--- src/rtl/pscs_pkg.sv ---
// Package for the parameter-set start-code scanner.
// Holds register indexes, status codes and the config/result structs.
// No dependencies.
package pscs_pkg;

    localparam int FIELD_W  = 17;
    localparam int CFG_IDX_W = 1;

    typedef enum logic [CFG_IDX_W-1:0] {
        CFG_CODEC_MODE   = 1'b0,
        CFG_PPS_END_MODE = 1'b1
    } t_cfg_idx;

    typedef enum logic [1:0] {
        ST_OK       = 2'd0,
        ST_MISSING  = 2'd1,
        ST_TOO_LONG = 2'd2
    } t_status;

    typedef struct packed {
        logic codec_mode;
        logic pps_end_mode;
    } t_cfg;

    typedef struct packed {
        t_status              status;
        logic [2:0]           codes_found;
        logic [FIELD_W-1:0]   vps_pos;
        logic [FIELD_W-1:0]   vps_len;
        logic [FIELD_W-1:0]   sps_pos;
        logic [FIELD_W-1:0]   sps_len;
        logic [FIELD_W-1:0]   pps_pos;
        logic [FIELD_W-1:0]   pps_len;
    } t_result;

endpackage

--- src/rtl/pscs_scan.sv ---
// Scan state of the start-code scanner: byte counter, match window, unit offsets.
// Computes the result for the current beat combinationally.
// Depends on pscs_pkg.
module pscs_scan #(
    parameter int MAX_BYTES = 65536
) (
    input  logic               i_clk,
    input  logic               i_rst_n,
    input  pscs_pkg::t_cfg     i_cfg,
    input  logic               i_step,
    input  logic [7:0]         i_byte,
    input  logic               i_last,
    output pscs_pkg::t_result  o_result
);

    localparam int IDX_W = $clog2(MAX_BYTES + 1);
    localparam int EXT_W = (IDX_W > pscs_pkg::FIELD_W) ? IDX_W : pscs_pkg::FIELD_W;

    logic [IDX_W-1:0] r_byte_index, n_byte_index;
    logic [23:0]      r_recent, n_recent;
    logic [2:0]       r_codes_seen, n_codes_seen;
    logic [IDX_W-1:0] r_vps_start, n_vps_start;
    logic [IDX_W-1:0] r_vps_len, n_vps_len;
    logic [IDX_W-1:0] r_sps_start, n_sps_start;
    logic [IDX_W-1:0] r_sps_len, n_sps_len;
    logic [IDX_W-1:0] r_pps_start, n_pps_start;
    logic [IDX_W-1:0] r_pps_len, n_pps_len;
    logic             r_too_long, n_too_long;

    logic [2:0]       codes_req;
    logic [2:0]       unit;
    logic [IDX_W-1:0] code_pos;
    logic [IDX_W-1:0] payload_pos;
    logic             hit;
    logic [IDX_W-1:0] pps_len_final;

    function automatic logic [pscs_pkg::FIELD_W-1:0] to_field(input logic [IDX_W-1:0] x);
        logic [EXT_W-1:0] t;
        t = EXT_W'(x);
        return t[pscs_pkg::FIELD_W-1:0];
    endfunction

    always_comb begin
        codes_req   = (i_cfg.codec_mode ? 3'd3 : 3'd2) + {2'b00, i_cfg.pps_end_mode};
        unit        = r_codes_seen + (i_cfg.codec_mode ? 3'd0 : 3'd1);
        code_pos    = r_byte_index - IDX_W'(3);
        payload_pos = r_byte_index + IDX_W'(1);
        hit = (r_byte_index >= IDX_W'(3)) && (r_recent == 24'h0) && (i_byte == 8'h01)
              && (r_codes_seen < codes_req);

        n_byte_index = r_byte_index;
        n_recent     = r_recent;
        n_codes_seen = r_codes_seen;
        n_vps_start  = r_vps_start;
        n_vps_len    = r_vps_len;
        n_sps_start  = r_sps_start;
        n_sps_len    = r_sps_len;
        n_pps_start  = r_pps_start;
        n_pps_len    = r_pps_len;
        n_too_long   = r_too_long;

        if (!r_too_long) begin
            if (r_byte_index >= IDX_W'(MAX_BYTES)) begin
                n_too_long = 1'b1;
            end else begin
                if (hit) begin
                    case (unit)
                        3'd0: begin
                            n_vps_start = payload_pos;
                        end
                        3'd1: begin
                            if (i_cfg.codec_mode) begin
                                n_vps_len = code_pos - r_vps_start;
                            end
                            n_sps_start = payload_pos;
                        end
                        3'd2: begin
                            n_sps_len   = code_pos - r_sps_start;
                            n_pps_start = payload_pos;
                        end
                        default: begin
                            n_pps_len = code_pos - r_pps_start;
                        end
                    endcase
                    n_codes_seen = r_codes_seen + 3'd1;
                    n_recent     = 24'hFFFFFF;
                end else begin
                    n_recent = {r_recent[15:0], i_byte};
                end
                n_byte_index = r_byte_index + IDX_W'(1);
            end
        end

        pps_len_final = i_cfg.pps_end_mode ? n_pps_len : (n_byte_index - n_pps_start);

        o_result = '0;
        if (n_too_long) begin
            o_result.status = pscs_pkg::ST_TOO_LONG;
        end else if (n_codes_seen < codes_req) begin
            o_result.status      = pscs_pkg::ST_MISSING;
            o_result.codes_found = n_codes_seen;
        end else begin
            o_result.status      = pscs_pkg::ST_OK;
            o_result.codes_found = n_codes_seen;
            if (i_cfg.codec_mode) begin
                o_result.vps_pos = to_field(n_vps_start);
                o_result.vps_len = to_field(n_vps_len);
            end
            o_result.sps_pos = to_field(n_sps_start);
            o_result.sps_len = to_field(n_sps_len);
            o_result.pps_pos = to_field(n_pps_start);
            o_result.pps_len = to_field(pps_len_final);
        end
    end

    always_ff @(posedge i_clk) begin
        if (!i_rst_n || (i_step && i_last)) begin
            r_byte_index <= '0;
            r_recent     <= '0;
            r_codes_seen <= '0;
            r_vps_start  <= '0;
            r_vps_len    <= '0;
            r_sps_start  <= '0;
            r_sps_len    <= '0;
            r_pps_start  <= '0;
            r_pps_len    <= '0;
            r_too_long   <= 1'b0;
        end else if (i_step) begin
            r_byte_index <= n_byte_index;
            r_recent     <= n_recent;
            r_codes_seen <= n_codes_seen;
            r_vps_start  <= n_vps_start;
            r_vps_len    <= n_vps_len;
            r_sps_start  <= n_sps_start;
            r_sps_len    <= n_sps_len;
            r_pps_start  <= n_pps_start;
            r_pps_len    <= n_pps_len;
            r_too_long   <= n_too_long;
        end
    end

`ifndef SYNTHESIS
    a_clear_after_last: assert property (@(posedge i_clk) disable iff (!i_rst_n)
        i_step && i_last |=> r_byte_index == '0 && r_codes_seen == 3'd0 && !r_too_long)
        else $error("scan state not cleared after last beat");

    a_index_bound: assert property (@(posedge i_clk) disable iff (!i_rst_n)
        r_byte_index <= IDX_W'(MAX_BYTES))
        else $error("byte index beyond maximum");

    a_codes_bound: assert property (@(posedge i_clk) disable iff (!i_rst_n)
        r_codes_seen <= 3'd4)
        else $error("too many start codes counted");

    a_too_long_freeze: assert property (@(posedge i_clk) disable iff (!i_rst_n)
        r_too_long && i_step && !i_last |=> $stable(r_byte_index) && $stable(r_codes_seen))
        else $error("scan advanced after overflow");
`endif

endmodule

--- src/rtl/parameter_set_start_code_scanner_core.sv ---
// Top level of the parameter-set start-code scanner.
// Stream handshake, configuration registers and result register.
// Depends on pscs_pkg and pscs_scan.
//
// Usage:
//   Slave stream carries one buffer byte per beat in tdata[7:0], tlast on the
//   final byte. One byte is taken per clock, except while o_s_tready is low;
//   the scan state updates in a single pass of logic after the accepted beat.
//   On the final byte one result beat appears on the master stream in the
//   next cycle, as the scan state clears for the next buffer. Other bytes
//   produce no result beat.
//   The result register separates the two sides: a new byte is accepted while
//   a result waits, unless that result is still stalled and the incoming byte
//   is itself a final byte; then o_s_tready drops until i_m_tready is high.
//   Configuration (codec mode, PPS end mode) must be written through the write
//   port only while no buffer is in flight; the block does not enforce this.
//   Reset clears the configuration, the scan state and the result valid flag.
//   A buffer longer than MAX_BYTES gives a too-long status.
module parameter_set_start_code_scanner_core #(
    parameter int MAX_BYTES = 65536
) (
    input  logic                               i_clk,
    input  logic                               i_rst_n,
    // configuration write port
    input  logic                               i_cfg_we,
    input  logic [pscs_pkg::CFG_IDX_W-1:0]     i_cfg_addr,
    input  logic                               i_cfg_wdata,
    // byte stream in
    input  logic                               i_s_tvalid,
    output logic                               o_s_tready,
    input  logic [7:0]                         i_s_tdata,  // [7:0] data_byte
    input  logic                               i_s_tlast,  // last_byte
    // result stream out
    output logic                               o_m_tvalid,
    input  logic                               i_m_tready,
    // [1:0] status, [4:2] codes_found, [21:5] vps_pos, [38:22] vps_len,
    // [55:39] sps_pos, [72:56] sps_len, [89:73] pps_pos, [106:90] pps_len, pad
    output logic [111:0]                       o_m_tdata
);

    pscs_pkg::t_cfg    r_cfg;
    pscs_pkg::t_result scan_result;
    pscs_pkg::t_result r_result;
    logic              r_out_valid;
    logic              s_accept;
    logic              out_free;

    assign out_free   = !r_out_valid || i_m_tready;
    assign o_s_tready = out_free || !i_s_tlast;
    assign s_accept   = i_s_tvalid && o_s_tready;

    always_ff @(posedge i_clk) begin
        if (!i_rst_n) begin
            r_cfg <= '0;
        end else if (i_cfg_we) begin
            unique case (pscs_pkg::t_cfg_idx'(i_cfg_addr))
                pscs_pkg::CFG_CODEC_MODE:   r_cfg.codec_mode   <= i_cfg_wdata;
                pscs_pkg::CFG_PPS_END_MODE: r_cfg.pps_end_mode <= i_cfg_wdata;
                default: ;
            endcase
        end
    end

    pscs_scan #(
        .MAX_BYTES (MAX_BYTES)
    ) u_scan (
        .i_clk    (i_clk),
        .i_rst_n  (i_rst_n),
        .i_cfg    (r_cfg),
        .i_step   (s_accept),
        .i_byte   (i_s_tdata),
        .i_last   (i_s_tlast),
        .o_result (scan_result)
    );

    always_ff @(posedge i_clk) begin
        if (!i_rst_n) begin
            r_out_valid <= 1'b0;
        end else if (s_accept && i_s_tlast) begin
            r_out_valid <= 1'b1;
        end else if (i_m_tready) begin
            r_out_valid <= 1'b0;
        end
    end

    always_ff @(posedge i_clk) begin
        if (s_accept && i_s_tlast) begin
            r_result <= scan_result;
        end
    end

    assign o_m_tvalid = r_out_valid;
    assign o_m_tdata  = {5'b00000,
                         r_result.pps_len, r_result.pps_pos,
                         r_result.sps_len, r_result.sps_pos,
                         r_result.vps_len, r_result.vps_pos,
                         r_result.codes_found, r_result.status};

`ifndef SYNTHESIS
    a_result_from_last: assert property (@(posedge i_clk) disable iff (!i_rst_n)
        $rose(o_m_tvalid) |-> $past(s_accept && i_s_tlast))
        else $error("result beat without a final input byte");

    a_too_long_zero: assert property (@(posedge i_clk) disable iff (!i_rst_n)
        o_m_tvalid && r_result.status == pscs_pkg::ST_TOO_LONG |->
        r_result.codes_found == 3'd0 && r_result.sps_pos == '0 && r_result.pps_len == '0)
        else $error("too-long result carries nonzero fields");

    a_ok_codes: assert property (@(posedge i_clk) disable iff (!i_rst_n)
        o_m_tvalid && r_result.status == pscs_pkg::ST_OK |-> r_result.codes_found >= 3'd2)
        else $error("ok status with too few start codes");

    a_no_overwrite: assert property (@(posedge i_clk) disable iff (!i_rst_n)
        o_m_tvalid && !i_m_tready |=> $stable(r_result))
        else $error("pending result overwritten");
`endif

endmodule

--- config.mk ---
export PLATFORM = sky130hd
export DESIGN_NAME = parameter_set_start_code_scanner_core
export DESIGN_NICKNAME = d
export VERILOG_FILES = /design/src/rtl/pscs_pkg.sv /design/src/rtl/pscs_scan.sv /design/src/rtl/parameter_set_start_code_scanner_core.sv
export SDC_FILE = /design/constraint.sdc
export NUM_CORES = 1
export LEC_CHECK = 0
export BUFFER_PORTS_ARGS = -buffer_cell sky130_fd_sc_hd__buf_2
export CORE_ASPECT_RATIO = 0.8
export CORE_UTILIZATION = 30
export DETAILED_ROUTE_END_ITERATION = 10
export MAX_ROUTING_LAYER = met4
export SLEW_MARGIN = 20
export SYNTH_ARGS = -nofsm -noshare
export SYNTH_HDL_FRONTEND = slang
export SYNTH_SLANG_ARGS = --single-unit
export TNS_END_PERCENT = 50
--- constraint.sdc ---
create_clock -name i_clk -period 8.11 [get_ports i_clk]
set_input_delay 0.4055 -clock i_clk [delete_from_list [all_inputs] [get_ports i_clk]]
set_output_delay 0.4055 -clock i_clk [all_outputs]
set_load 0.02 [all_outputs]
## Word level (Yosys, flattened, before mapping)

Index checks and enable logic that the tools add are counted.

- Magnitude comparators: 4
- Equal/unequal tests: 3
- Reduce and logical (&&, ||, !) cells: 20
- Multiplexer cells: 39
- $add $sub $neg: 9
- Bitwise logic cells: 4

Operators with widths:

| kind | number |
|---|---|
| 2-to-1 mux 17 bit | 28 |
| subtractor 17 bit | 4 |
| zero test 24 bit | 1 |
| 2-to-1 mux 24 bit | 1 |
| adder 17 x 1 -> 17 bit (second input constant) | 1 |
| greater-or-equal comparator 17 bit (second input constant) | 1 |
| greater-or-equal comparator 17 x 2 -> 1 bit (second input constant) | 1 |
| subtractor 17 x 2 -> 17 bit (second input constant) | 1 |
| 2-to-1 mux 3 bit | 3 |
| equality test 8 x 1 -> 1 bit (second input constant) | 1 |
| < comparator 3 bit | 2 |
| 2-to-1 mux 1 bit | 6 |
| OR reduction 3 bit | 2 |
| logical AND 1 bit | 5 |
| 2-to-1 mux 4 bit | 1 |
| NOT 1 bit | 4 |
| AND reduction 2 bit | 2 |
| adder 3 x 1 -> 3 bit | 1 |
| adder 3 x 1 -> 3 bit (second input constant) | 1 |
| adder 3 bit | 1 |
| equality test 3 x 1 -> 1 bit (second input constant) | 1 |
| equality test 3 x 2 -> 1 bit (second input constant) | 1 |
| zero test 1 bit | 3 |
| zero test 3 bit | 1 |
| other kinds (4) | 6 |

- Register bits: 257
- Output and inout port bits: 114
- Logic and storage cells: 100

## Longest topological paths before layout

- Depth after elaboration: 9
- Mapped depth: 20
- Depth with buffers taken out: 19

## Modules after synthesis

Synthesis repeated with hierarchy kept, for this count alone.

- Cells, all modules: 1,664
- Area, all modules: 14,351.3 µm²

Modules (own cells, without submodules):

| module | area an instance (µm²) | cells each | times used |
|---|---|---|---|
| pscs_scan | 10,949.3 | 1,534 | 1 |
| parameter_set_start_code_scanner_core | 3,402.0 | 130 | 1 |

## Least setup slack after synthesis

OpenSTA, ideal clock, no wires.

- Path type: register to register
- Start point: register u_scan.r_byte_index[0]
- End point: register r_result, in the netlist o_m_tdata[106], data pin
- Data arrival time: 4,357 ps
- Buffers on the path: 2
- Library setup time: 269 ps
- Slack: 3,485 ps
- Period minus slack after synthesis: 4,625 ps
- Cell stages (with the launch flop): 18
- Required time: 7,841 ps
- Path through: dfxtp_1 > ha_1 > or2_2 > or4_4 > or3_1 > buf_2 > nand4_1 > buf_2 > mux2i_1 > ha_1 > a21oi_1 > nor3b_1 > a21oi_1 > a41oi_1 > o21ai_0 > o41ai_1 > xnor2_1 > o31ai_1

- Cells in the longest elaborated chain, start to end: 9
- Elaborated cells between the ends (all ways): 27

RTL lines:

| element | RTL line | source |
|---|---|---|
| start: declaration | pscs_scan.sv:19 | `logic [IDX_W-1:0] r_byte_index, n_byte_index;` |
| start signal: assignment | pscs_scan.sv:129 | `r_byte_index <= n_byte_index;` |
| greater-or-equal comparator 17 x 2 -> 1 bit | pscs_scan.sv:48 | `hit = (r_byte_index >= IDX_W'(3)) && (r_recent == 24'h0) && (i_byte == 8'h01)` |
| logical AND 1 bit (2 in series) | pscs_scan.sv:48 |  |
| logical AND 1 bit | pscs_scan.sv:49 | `&& (r_codes_seen < codes_req);` |
| 2-to-1 mux 17 bit / 2-to-1 mux 3 bit (equally long branches) | pscs_scan.sv:66 | `if (hit) begin` |
| 2-to-1 mux 17 bit / 2-to-1 mux 3 bit (equally long branches) | pscs_scan.sv:63 | `if (r_byte_index >= IDX_W'(MAX_BYTES)) begin` |
| 2-to-1 mux 17 bit / 2-to-1 mux 3 bit (equally long branches) | pscs_scan.sv:62 | `if (!r_too_long) begin` |
| subtractor 17 bit / < comparator 3 bit (equally long branches) | pscs_scan.sv:94, pscs_scan.sv:99 |  |
| 2-to-1 mux 17 bit / OR reduction 2 bit (equally long branches) | n/a |  |
| end signal: assignment | parameter_set_start_code_scanner_core.sv:88 | `r_result <= scan_result;` |
| end: declaration | parameter_set_start_code_scanner_core.sv:43 | `pscs_pkg::t_result r_result;` |

Parallel ways exist; a longest one is shown, timed or not.
A chain may end at the register's enable or synchronous reset.

## Final worst setup path

Same ends and word-level chain as after synthesis.

==> impl_metrics.csv <==
group,metric,value,unit
final_layout,fillers,4826,
synth,async_flop_share,0,
placement,port_buffers,124,
worst_setup_path,critPathKind,"flip-flop to flip-flop",
worst_setup_path,cp-startpoint,"u_scan.r_byte_index[0]$_SDFFE_PP0P_",
worst_setup_path,end_kind,"flip-flop",
global_route,top_usage_layer,"met1",
synth,yosysWarnings,0,
cts,clock_path_buffers,3,
worst_setup_path,r2r-end,"o_m_tdata[106]$_SDFFCE_PP0P_",
drt,dr.pass1.iters,8,
die,die_x,248,um
hold_path,hp-class,"input port to flip-flop",
timing,fmax,0.171,GHz
die,coreArea,47300,um2
cts,cts_tree,"yes",
timing,finalMaxSlewViolations,0,
synth,synth.most_common_cell,"nand2_1",
synth,synth.top_cell.area_share,0.222,
synth,synth_seq_area_share,0.429,
cts,ctsHoldBuffers,0,
timing,rsz0062_at_grt,"no",
synth,yosys.area.top_type,"edfxtp_1",
worst_setup_path,crit_arrival,6.15,ns
placement,hpwl,32.6,mm
placement,place_congestion,0.944,
cts,cts_sinks,257,
timing,hold_violations,0,
drt,wl_per_cell,19.1,um
global_route,antenna_found_initial,1,
timing,period_share,0.722,
final_layout,finalNetCount,1838,
power,power.density,190,nW/um2
synth,netlist_top_cells_count,"307 x nand2_1, 167 x nor2_1, 166 x a21oi_1",
timing,clock_skew,0.0175,ns
placement,pre_cts_slack,2.34,ns
die,ioPinCount,130,
worst_setup_path,cp_max_fo,14,
final_layout,regArea,6220,um2
drt,ant_nets,0,
timing,slew_headroom,0.304,
synth,ys_ff_latch,257,
die,die_h,199,um
die,die-area,49200,um2
synth,syn_inst,1659,
final_layout,antenna_cells,0,
drt,dr_total_vias,12400,
global_route,use_met2,0.269,
synth,ys_types,66,
drt,dr.first_iter.drc_count,1115,
outcome,violations,"DRC",
cts,htree_levels,1,
worst_setup_path,startpoint_type,"flip-flop",
timing,finalSetupTns,0,ns
drt,drt_wl_total,45.5,mm
synth,post_synth.cell_area_avg,8.74,um2
power,ir_worst_vdd,0.178,mV
synth,netlist_top_cells_area,"edfxtp_1 22%, dfxtp_1 21%, nand2_1 7.9%, ha_1 6.4%, a21oi_1 5.7%",
final_layout,multiInputGateArea,7640,um2
global_route,grt_max_degree,84,
global_route,gr-usage-met3,0.0251,
synth,syn_area,14500,um2
timing,finalSetupViolCount,0,
cts,cts_buffers,29,
timing,tightest_slew,1.04,ns
final_layout,final_util,0.353,
timing,setup_slack,2.26,ns
cts,postCtsResizedCells,0,
final_layout,drive_gt1_frac,0.154,
flow_run,maxCapViolCount,0,
die,rows,71,
worst_setup_path,rr_worst_depth,15,
final_layout,areaGrowthSynthToFinish,15.4,%
power,cellLeakagePower,5.86,nW
global_route,grt_usage,0.188,
worst_setup_path,crit_end,"o_m_tdata[106]$_SDFFCE_PP0P_",
worst_setup_path,cp.required,8.40,ns
global_route,grt_util_met1,0.277,
cts,clk_pin_slew,0.06,ns
cts,root_buffer,"clkbuf_16",
cts,clk_latency,0.58,ns
worst_setup_path,reg2reg_slack,2.26,ns
outcome,status,"finished with violations",
cts,post_cts_buffers,0,
synth,synth-main-ff-cell,"dfxtp_1",
global_route,grt_pass1_vias,11400,
worst_setup_path,r2r-start,"u_scan.r_byte_index[0]$_SDFFE_PP0P_",
synth,synth_edf_count,107,
drt,drcViolationCount,11,
global_route,grt_pass1_wl,68.9,mm
global_route,overflow,0,
timing,finalCriticalPeriod,5.85,ns
drt,routed_via_density,5.18,
timing,whs,0.0993,ns
die,start_util,0.306,
-- layout make-up --
type,count,area share
multi-input combinational,1239,0.457
sequential,257,0.372
clock buffer,35,0.0472
tap,620,0.0464
timing repair buffer,142,0.0452
inverter,75,0.0170
clock inverter,19,0.0157
-- critical path: stages, from the launching register on --
cell and delay [ns]:
dfxtp_1 0.48, ha_1 0.37, or2_2 0.31, or4_4 0.53, or3_1 0.47, nand4_1 0.76, mux2i_1 0.39, ha_1 0.34
a21oi_1 0.21, nor3b_1 0.33, a21oi_1 0.18, a41oi_1 0.37, o21ai_0 0.19, o41ai_1 0.36, xnor2_1 0.17, o31ai_1 0.08
-- stage by stage --
step | power [mW] | area [um2] | instances
finish | 3.18 | 16700 | 2387
detailed placement | 1.73 | 15700 | 2333
CTS | 3.20 | 16700 | 2387
global placement | 1.73 | 15700 | 2333
global route | 3.29 | 16700 | 2387
floorplan | 1.63 | 14500 | 1663
-- state kept, by name, summed over array words and instances (netlist names) --
register / cells
u_scan.r_codes_seen: 3
u_scan.r_vps_len: 17
u_scan.r_byte_index: 17
u_scan.r_recent: 24
u_scan.r_pps_len: 17
r_cfg: 2
u_scan.r_too_long: 1
u_scan.r_sps_start: 17
u_scan.r_pps_start: 17
o_m_tvalid: 1
o_m_tdata: 107
u_scan.r_vps_start: 17
u_scan.r_sps_len: 17
-- cell families after synthesis --
logic type               synth area share
AO/OA/AOI/OAI                       0.174
XOR/XNOR                           0.0668
adder cells (fa/ha/maj)            0.0694
buffers and inverters              0.0478
flip-flops                          0.429
multiplexers                       0.0234
other                            0.000259
AND/OR/NAND/NOR                     0.190
-- placed cells by master (no fill, tap or decap), drive strengths merged, types with 4 or more instances in the layout --
cell type  instances
a21oi            192
nand3             23
nand4              8
fa                 4
o21bai             7
nor3              29
ha                74
mux2i             26
clkinv             8
nand2b            12
dfxtp            150
o211ai             6
a211o              5
mux2               7
nand2            308
and2               7
o21a              11
o31ai              7
a211oi            39
o221a             23
or3               23
edfxtp           107
a31oi              8
nor4              19
or2                8
bufinv             6
nor2             167
clkinvlp           4
o21ai             40
nor2b             10
and3               4
xor2              46
clkbuf            35
a2111oi            5
a21o              18
conb               5
inv               76
buf              142
xnor2             62
-- routing by layer --
layer	routed length [um]	share of wire	up-vias
li1	-	-	5969
met1	22300	0.49	5947
met2	19500	0.43	390
met3	2750	0.060	63
met4	1020	0.022	0
met5	0	0	-
-- worst min path at each step --
stage,start,endpoint,slack (ns),cells after the start
after CTS,i_s_tdata[0],u_scan.r_recent[0]$_SDFFE_PP0P_,0.08,3
final,i_s_tdata[0],u_scan.r_recent[0]$_SDFFE_PP0P_,0.1,3
after global routing,i_s_tdata[0],u_scan.r_recent[0]$_SDFFE_PP0P_,0.11,3
after detailed placement,u_scan.r_vps_len[1]$_SDFFE_PP0P_,u_scan.r_vps_len[1]$_SDFFE_PP0P_,0.44,2
after floorplan,u_scan.r_pps_len[1]$_SDFFE_PP0P_,u_scan.r_pps_len[1]$_SDFFE_PP0P_,0.43,2
after global placement,u_scan.r_pps_len[1]$_SDFFE_PP0P_,u_scan.r_pps_len[1]$_SDFFE_PP0P_,0.44,2
-- report_power, final --
group / switching [mW] / internal, mW
Combinational: 0.210 / 0.0982
Clock: 0.584 / 0.885
Sequential: 0.0202 / 1.38
Total: 0.815 / 2.36
Power figures use the tool's default switching activity.
